===== src/hw/rtl/cba_pkg.sv =====
// ----------------------------------------------------------------------------
// cba_pkg
// Widths, codes and parameter defaults of the chunked bump allocator.
// ----------------------------------------------------------------------------
`timescale 1ns / 1ps

package cba_pkg;

  // Parameter defaults
  localparam int CHUNK_BYTES_DEF = 1024;
  localparam int MAX_CHUNKS_DEF  = 16;

  // Fixed field widths
  localparam int COMMAND_W     = 1;
  localparam int COUNT_W       = 11;
  localparam int ELEM_W        = 7;
  localparam int STATUS_W      = 2;
  localparam int CHUNK_INDEX_W = 4;
  localparam int BYTE_OFFSET_W = 11;
  // count * element_bytes, also wide enough for fill + size at the largest chunk
  localparam int SIZE_W        = 18;

  localparam logic [ELEM_W-1:0] ELEM_BYTES_RST = ELEM_W'(1);

  // Commands
  localparam logic [COMMAND_W-1:0] CMD_ALLOC       = 1'b0;
  localparam logic [COMMAND_W-1:0] CMD_RELEASE_ALL = 1'b1;

  // Result status
  typedef enum logic [STATUS_W-1:0] {
    ST_OK        = 2'd0,
    ST_TOO_BIG   = 2'd1,
    ST_NO_CHUNKS = 2'd2
  } status_t;

endpackage


===== src/hw/rtl/chunked_bump_allocator.sv =====
// ----------------------------------------------------------------------------
// chunked_bump_allocator
// Bump-pointer allocator over a set of fixed-size chunks. Searches the open
// chunks newest first for room, else opens a new chunk if one is left.
// ----------------------------------------------------------------------------
//   channel | direction | handshake              | word
//   in      | input     | in_valid / in_ready    | command, element_count
//   out     | output    | out_valid / out_ready  | status, chunk_index, byte_offset,
//           |           |                        | opened_chunk
//   cfg     | input     | cfg_wr_en, no stall    | element_bytes
//
// Steps: a release-all goes through the emit state to the output register; an
// allocate goes through size, check and emit, visiting up to MAX_CHUNKS chunks
// in check (none for an oversized request or when no chunk is open): the fill
// levels sit in one memory with one registered read port, read one a cycle.
// One word is in flight at a time; in_ready is high only while idle.
// A finished result waits in the output register; a new word can be taken
// meanwhile, and its result waits until the output register is free.
// Reset (rst_n, synchronous) clears chunk count and control and sets the element
// size to one; the fill memory is not cleared, only open chunks are ever read.
// ----------------------------------------------------------------------------
`timescale 1ns / 1ps

module chunked_bump_allocator #(
  parameter int CHUNK_BYTES = cba_pkg::CHUNK_BYTES_DEF,
  parameter int MAX_CHUNKS  = cba_pkg::MAX_CHUNKS_DEF
) (
  input  logic                               clk,
  input  logic                               rst_n,
  // input channel
  input  logic                               in_valid,
  output logic                               in_ready,
  input  logic [cba_pkg::COMMAND_W-1:0]      in_command,
  input  logic [cba_pkg::COUNT_W-1:0]        in_element_count,
  // result channel
  output logic                               out_valid,
  input  logic                               out_ready,
  output logic [cba_pkg::STATUS_W-1:0]       out_status,
  output logic [cba_pkg::CHUNK_INDEX_W-1:0]  out_chunk_index,
  output logic [cba_pkg::BYTE_OFFSET_W-1:0]  out_byte_offset,
  output logic                               out_opened_chunk,
  // configuration
  input  logic                               cfg_wr_en,
  input  logic [cba_pkg::ELEM_W-1:0]         cfg_wr_data
);

  localparam int IDX_W  = (MAX_CHUNKS > 1) ? $clog2(MAX_CHUNKS) : 1;
  localparam int OPEN_W = $clog2(MAX_CHUNKS + 1);
  localparam int FILL_W = $clog2(CHUNK_BYTES + 1);
  localparam int SIZE_W = cba_pkg::SIZE_W;

  localparam logic [SIZE_W-1:0] CHUNK_LIMIT = SIZE_W'(CHUNK_BYTES);
  localparam logic [OPEN_W-1:0] OPEN_LIMIT  = OPEN_W'(MAX_CHUNKS);

  typedef enum logic [1:0] {
    S_IDLE,
    S_SIZE,
    S_CHECK,
    S_EMIT
  } state_t;

  // Fill level memory, one write and one registered read port
  logic [FILL_W-1:0] fill_mem [MAX_CHUNKS];
  logic [FILL_W-1:0] rd_data_r;
  logic [IDX_W-1:0]  rd_addr;
  logic              mem_we;
  logic [IDX_W-1:0]  mem_waddr;
  logic [FILL_W-1:0] mem_wdata;

  // Control and datapath registers
  state_t                            state_r, state_nxt;
  logic [cba_pkg::ELEM_W-1:0]        elem_bytes_r, elem_bytes_nxt;
  logic [OPEN_W-1:0]                 chunks_open_r, chunks_open_nxt;
  logic [SIZE_W-1:0]                 size_r, size_nxt;
  logic [IDX_W-1:0]                  ptr_r, ptr_nxt;

  // Pending result
  cba_pkg::status_t                  res_status_r, res_status_nxt;
  logic [cba_pkg::CHUNK_INDEX_W-1:0] res_index_r, res_index_nxt;
  logic [cba_pkg::BYTE_OFFSET_W-1:0] res_offset_r, res_offset_nxt;
  logic                              res_opened_r, res_opened_nxt;

  // Output register
  logic                              out_valid_r, out_valid_nxt;
  cba_pkg::status_t                  out_status_r, out_status_nxt;
  logic [cba_pkg::CHUNK_INDEX_W-1:0] out_index_r, out_index_nxt;
  logic [cba_pkg::BYTE_OFFSET_W-1:0] out_offset_r, out_offset_nxt;
  logic                              out_opened_r, out_opened_nxt;

  logic              in_take;
  logic [SIZE_W-1:0] fit_sum;
  logic              fits;
  logic [OPEN_W-1:0] top_open;

  assign in_ready = (state_r == S_IDLE);
  assign in_take  = in_valid && in_ready;

  // Shared compare: visited fill plus request against the chunk size
  assign fit_sum  = SIZE_W'(rd_data_r) + size_r;
  assign fits     = (fit_sum <= CHUNK_LIMIT);
  assign top_open = chunks_open_r - OPEN_W'(1);

  // Sequencer
  always_comb begin
    state_nxt       = state_r;
    elem_bytes_nxt  = elem_bytes_r;
    chunks_open_nxt = chunks_open_r;
    size_nxt        = size_r;
    ptr_nxt         = ptr_r;
    res_status_nxt  = res_status_r;
    res_index_nxt   = res_index_r;
    res_offset_nxt  = res_offset_r;
    res_opened_nxt  = res_opened_r;
    out_valid_nxt   = out_valid_r && !out_ready;
    out_status_nxt  = out_status_r;
    out_index_nxt   = out_index_r;
    out_offset_nxt  = out_offset_r;
    out_opened_nxt  = out_opened_r;
    rd_addr         = ptr_r;
    mem_we          = 1'b0;
    mem_waddr       = ptr_r;
    mem_wdata       = rd_data_r;

    if (cfg_wr_en) begin
      elem_bytes_nxt = cfg_wr_data;
    end

    unique case (state_r)
      S_IDLE: begin
        if (in_take) begin
          res_status_nxt = cba_pkg::ST_OK;
          res_index_nxt  = '0;
          res_offset_nxt = '0;
          res_opened_nxt = 1'b0;
          if (in_command == cba_pkg::CMD_RELEASE_ALL) begin
            chunks_open_nxt = '0;
            state_nxt       = S_EMIT;
          end else begin
            size_nxt  = SIZE_W'(in_element_count) * SIZE_W'(elem_bytes_r);
            state_nxt = S_SIZE;
          end
        end
      end

      S_SIZE: begin
        priority if (size_r > CHUNK_LIMIT) begin
          res_status_nxt = cba_pkg::ST_TOO_BIG;
          state_nxt      = S_EMIT;
        end else if (chunks_open_r == '0) begin
          // first chunk opens with the whole request
          mem_we          = 1'b1;
          mem_waddr       = '0;
          mem_wdata       = FILL_W'(size_r);
          res_opened_nxt  = 1'b1;
          chunks_open_nxt = OPEN_W'(1);
          state_nxt       = S_EMIT;
        end else begin
          // start at the newest open chunk
          ptr_nxt   = IDX_W'(top_open);
          rd_addr   = IDX_W'(top_open);
          state_nxt = S_CHECK;
        end
      end

      S_CHECK: begin
        priority if (fits) begin
          mem_we         = 1'b1;
          mem_waddr      = ptr_r;
          mem_wdata      = FILL_W'(fit_sum);
          res_index_nxt  = cba_pkg::CHUNK_INDEX_W'(ptr_r);
          res_offset_nxt = cba_pkg::BYTE_OFFSET_W'(rd_data_r);
          state_nxt      = S_EMIT;
        end else if (ptr_r != '0) begin
          ptr_nxt = ptr_r - IDX_W'(1);
          rd_addr = ptr_r - IDX_W'(1);
        end else if (chunks_open_r >= OPEN_LIMIT) begin
          res_status_nxt = cba_pkg::ST_NO_CHUNKS;
          state_nxt      = S_EMIT;
        end else begin
          // no room anywhere: open the next chunk
          mem_we          = 1'b1;
          mem_waddr       = IDX_W'(chunks_open_r);
          mem_wdata       = FILL_W'(size_r);
          res_index_nxt   = cba_pkg::CHUNK_INDEX_W'(chunks_open_r);
          res_opened_nxt  = 1'b1;
          chunks_open_nxt = chunks_open_r + OPEN_W'(1);
          state_nxt       = S_EMIT;
        end
      end

      S_EMIT: begin
        if (!out_valid_r || out_ready) begin
          out_valid_nxt  = 1'b1;
          out_status_nxt = res_status_r;
          out_index_nxt  = res_index_r;
          out_offset_nxt = res_offset_r;
          out_opened_nxt = res_opened_r;
          state_nxt      = S_IDLE;
        end
      end

      default: state_nxt = S_IDLE;
    endcase
  end

  // State and registered outputs
  always_ff @(posedge clk) begin
    if (!rst_n) begin
      state_r       <= S_IDLE;
      elem_bytes_r  <= cba_pkg::ELEM_BYTES_RST;
      chunks_open_r <= '0;
      out_valid_r   <= 1'b0;
    end else begin
      state_r       <= state_nxt;
      elem_bytes_r  <= elem_bytes_nxt;
      chunks_open_r <= chunks_open_nxt;
      out_valid_r   <= out_valid_nxt;
    end
    size_r       <= size_nxt;
    ptr_r        <= ptr_nxt;
    res_status_r <= res_status_nxt;
    res_index_r  <= res_index_nxt;
    res_offset_r <= res_offset_nxt;
    res_opened_r <= res_opened_nxt;
    out_status_r <= out_status_nxt;
    out_index_r  <= out_index_nxt;
    out_offset_r <= out_offset_nxt;
    out_opened_r <= out_opened_nxt;
  end

  // Fill memory write port
  always_ff @(posedge clk) begin
    if (mem_we) begin
      fill_mem[mem_waddr] <= mem_wdata;
    end
  end

  // Fill memory read port
  always_ff @(posedge clk) begin
    rd_data_r <= fill_mem[rd_addr];
  end

  assign out_valid        = out_valid_r;
  assign out_status       = out_status_r;
  assign out_chunk_index  = out_index_r;
  assign out_byte_offset  = out_offset_r;
  assign out_opened_chunk = out_opened_r;

endmodule


===== config.mk =====
export PLATFORM = sky130hd
export DESIGN_NAME = chunked_bump_allocator
export DESIGN_NICKNAME = d
export VERILOG_FILES = /design/src/hw/rtl/cba_pkg.sv /design/src/hw/rtl/chunked_bump_allocator.sv
export SDC_FILE = /design/constraint.sdc
export NUM_CORES = 1
export LEC_CHECK = 0
export BUFFER_PORTS_ARGS = -buffer_cell sky130_fd_sc_hd__buf_2
export CAP_MARGIN = 20
export CORE_MARGIN = 3
export CORE_UTILIZATION = 30
export CTS_BUF_LIST = sky130_fd_sc_hd__clkbuf_8
export DETAILED_ROUTE_END_ITERATION = 8
export HOLD_SLACK_MARGIN = 0.12
export PLACE_DENSITY = 0.44
export SLEW_MARGIN = 20
export SYNTH_ARGS = -nofsm -noshare
export SYNTH_HDL_FRONTEND = slang
export SYNTH_SLANG_ARGS = --single-unit
export TNS_END_PERCENT = 10

===== constraint.sdc =====
create_clock -name clk -period 12.22 [get_ports clk]
set_input_delay 1.833 -clock clk [delete_from_list [all_inputs] [get_ports clk]]
set_output_delay 1.833 -clock clk [all_outputs]
set_load 0.005 [all_outputs]

==> flow_metrics.py <==
metrics = {
    "status": {
        "outcome": "finished clean",
    },
    "cells_and_area": {
        "final_cells": 1829,
        "syn_to_final_growth_pct": 13.51,
        "antennaDiodeCount": 0,
        "drive_gt1_frac": 0.1766,
        "utilization": 0.3469,
        "layout.nets": 1313,
        "fillers": 4584,
    },
    "synthesis": {
        "synth_cells": 1128,
        "yosysSeqAreaShare": 0.5379,
        "synth.avg_cell_area_um2": 12.37,
        "synth-edff-count": 230,
        "yosysTopAreaCell": "edfxtp_1",
        "synthArstFlopShare": 0,
        "yosysTopAreaCellShare": 0.4948,
        "synth_ff_type": "edfxtp_1",
        "ys_seq_elements": 260,
        "syn-cell-area_um2": 13960,
        "ys_warn_count": 0,
        "syn-num-nets": 1251,
        "ys_types": 82,
        "synth_area_leaders": "edfxtp_1 (49%), fa_1 (6.5%), ha_1 (4.8%), mux2_2 (4.4%), dfxtp_1 (4.3%)",
    },
    "detailed_routing": {
        "ant_nets": 0,
        "vias": 8934,
        "drt_iter0_markers": 563,
        "drt_wl_total_um": 35440,
        "wl_per_cell_um": 19.38,
        "drc": 0,
        "viasPerCell": 4.885,
        "drtPass1Iterations": 6,
    },
    "sta": {
        "finalHoldViolations": 0,
        "maxSlewViolCount": 0,
        "setup_ws_ps": 6063,
        "tightest_slew_ps": 1103,
        "skew_ps": 42.84,
        "finalSetupTns_ps": 0,
        "rsz0062_at_grt": "false",
        "finalCritPeriodShare": 0.5038,
        "setup_viol": 0,
        "slew_headroom": 0.2645,
        "min_period_ps": 6157,
        "fmax_mhz": 162.4,
    },
    "place": {
        "dp_slack_ps": 5611,
        "gp_congestion": 0.8064,
        "port_buffers": 43,
        "dpl.hpwl_um": 24680,
        "dp_cells": 1741,
    },
    "clocking": {
        "clock_path_buffers": 3,
        "root_buffer": "clkbuf_8",
        "ctsResizeCount": 0,
        "numCtsBuffers": 47,
        "clkLatencyLatePin_ps": 620,
        "cts_tree": "done",
        "cts_setup_buffers": 0,
        "cts_max_level": 2,
        "path_clk_slew_ps": 60,
        "cts.sinks": 260,
        "cts_hold_buf": 0,
    },
    "worst_hold_path": {
        "hold_depth": 0,
        "worstHoldPathType": "reg2reg",
        "holdPathEnd": "out_status[0]",
        "hold_path_startpoint": "res_status_r[0]",
    },
    "setup_path": {
        "cp.required_ps": 12420,
        "path_delay_family": "simple AND/OR/NAND/NOR gates",
        "crit_slowest_cell": "nor2_1",
        "r2r_end": "fill_mem[2][10]",
        "ff2ff_path_depth": 14,
        "cpPeakStageDelay_ps": 820,
        "worstPathMaxFanout": 22,
        "cp-end-kind": "flip-flop",
        "critPathBufInv": 1,
        "path_class": "reg2reg",
        "cp-start-kind": "flip-flop",
        "r2r-start": "rd_data_r[0]",
        "crit_chain": "ha_1, inv_1, fa_1, nand2b_1, a21o_1, a211oi_1, o21ai_1, mux2i_1, nor4_2, nand2_1, a21oi_1, o21ai_0, or4_1, nor2_1",
        "arrival_ps": 6360,
        "r2r_setup_slack_ps": 6060,
    },
    "global_routing": {
        "grt-ovfl-total": 0,
        "first_global_vias": 9147,
        "antenna_found_initial": 3,
        "grt_usage": 0.1431,
        "grt_max_degree": 59,
        "grt_pass1_wl_um": 54730,
    },
    "die": {
        "dieHeight_um": 221.7,
        "start_util": 0.3056,
        "dieArea_um2": 49150,
        "dieWidth_um": 221.7,
        "row_count": 78,
        "io_pins": 44,
        "core_area_um2": 45670,
    },
    "power_and_ir_drop": {
        "internal_power_uw": 2219,
        "power_frac_clock": 0.219,
        "peakVddDrop_mv": 0.1028,
        "power_frac_seq": 0.369,
        "p_sw_uw": 1481,
        "power_density_nw_per_um2": 233.5,
        "p_leak_uw": 0.005964,
        "comb_power_share": 0.412,
        "switching_share": 0.4003,
    },
    "job": {
        "max_cap_violations": 0,
    },
}
==> cell usage after synthesis (16+ instances only) <==
library cell    n
inv_1          86
and2_1         44
mux2i_1        18
nand2_1       121
edfxtp_1      230
fa_1           45
a21oi_1        38
mux2_2         55
dfxtp_1        30
clkbuf_1       33
ha_1           54
a22oi_1        26
nor2_1         42
xnor2_1        16
o21ai_0        37
==> power groups by stage <==
| stage | sequential [uW] | clock [uW] | combinational [uW] |
|---|---|---|---|
| 2_1_floorplan | 1320 | 0 | 1050 |
| 3_3_place_gp | 1380 | 0 | 1540 |
| 3_5_place_dp | 1380 | 0 | 1550 |
| 4_1_cts | 1360 | 841 | 1560 |
| 5_1_grt | 1380 | 880 | 1680 |
| 6_report | 1360 | 810 | 1520 |
==> sequential cells by signal, summed over array words and instances (netlist names) <==
signal,cells
out_chunk_index,4
fill_mem,176
res_status_r,2
ptr_r,4
rd_data_r,11
chunks_open_r,5
out_opened_chunk,1
res_index_r,4
res_offset_r,11
elem_bytes_r,7
out_status,2
out_valid,1
out_byte_offset,11
state_r,2
res_opened_r,1
size_r,18
==> stage by stage <==
stage	cell area [um^2]	hold WS (ps)	total power, uW
final	15840	409.5	3700
after global routing	15840	425.5	3933
after CTS	15840	407.2	3761
after detailed placement	14890	406.5	2933
after global placement	14870	403.8	2925
after floorplan	13960	400.3	2378
==> routing by layer <==
| metal | track usage | part of all wire |
|---|---|---|
| met5 | 0 | 0.00037 |
| met4 | 0.04087 | 0.024 |
| met3 | 0.02714 | 0.038 |
| met2 | 0.2327 | 0.47 |
| met1 | 0.1958 | 0.47 |
==> cells by family after synthesis <==
group | count (synthesis) | share of synthesized area
flops | 260 | 0.5379
compound gates | 212 | 0.1066
mux | 86 | 0.07665
buf+inv | 135 | 0.03855
simple gates | 312 | 0.1123
xor+xnor | 24 | 0.01506
fa+ha+maj | 99 | 0.1130
==> worst max path at each step <==
stage,start,cells past startpoint,endpoint,slack [ps]
2_1_floorplan,in_element_count[3],16,size_r[17],6090
3_3_place_gp,in_element_count[3],17,size_r[17],5610
3_5_place_dp,in_element_count[3],17,size_r[17],5610
4_1_cts,rd_data_r[0],14,fill_mem[2][10],6060
5_1_grt,rd_data_r[0],14,fill_mem[2][10],5710
6_report,rd_data_r[0],14,fill_mem[2][10],6060
==> area by class of cell <==
cell class | instances | area (um^2) | area share
Tap cell | 600 | 750.7 | 0.04739
Clock buffer | 51 | 701.9 | 0.04431
Timing Repair Buffer | 62 | 361.6 | 0.02282
Sequential cell | 260 | 7507 | 0.4739
Clock inverter | 37 | 240.2 | 0.01516
Multi-Input combinational cell | 733 | 5958 | 0.3761
Inverter | 86 | 322.8 | 0.02038
==> cell usage in the layout, fill, tap and decap left out, types with 10 or more instances in the layout <==
| cell | synthesis | routed |
|---|---|---|
| o211ai_1 | 14 | 14 |
| nand4_1 | 11 | 11 |
| buf_4 | 3 | 18 |
| o21ai_0 | 37 | 33 |
| a31oi_1 | 15 | 15 |
| mux2_2 | 55 | 55 |
| xnor2_1 | 16 | 16 |
| buf_2 | 10 | 43 |
| nor4_1 | 14 | 14 |
| dfxtp_1 | 30 | 30 |
| inv_1 | 86 | 105 |
| nand3_1 | 10 | 10 |
| nor3_1 | 15 | 14 |
| mux2i_1 | 18 | 18 |
| nor2b_1 | 15 | 13 |
| ha_1 | 54 | 54 |
| a22oi_1 | 26 | 26 |
| mux4_2 | 11 | 11 |
| edfxtp_1 | 230 | 230 |
| nor2_1 | 42 | 39 |
| and2_1 | 44 | 44 |
| fa_1 | 45 | 45 |
| a21oi_1 | 38 | 38 |
| clkbuf_8 | 0 | 51 |
| nand2_1 | 121 | 121 |
(Power assumes the default switching activity.)
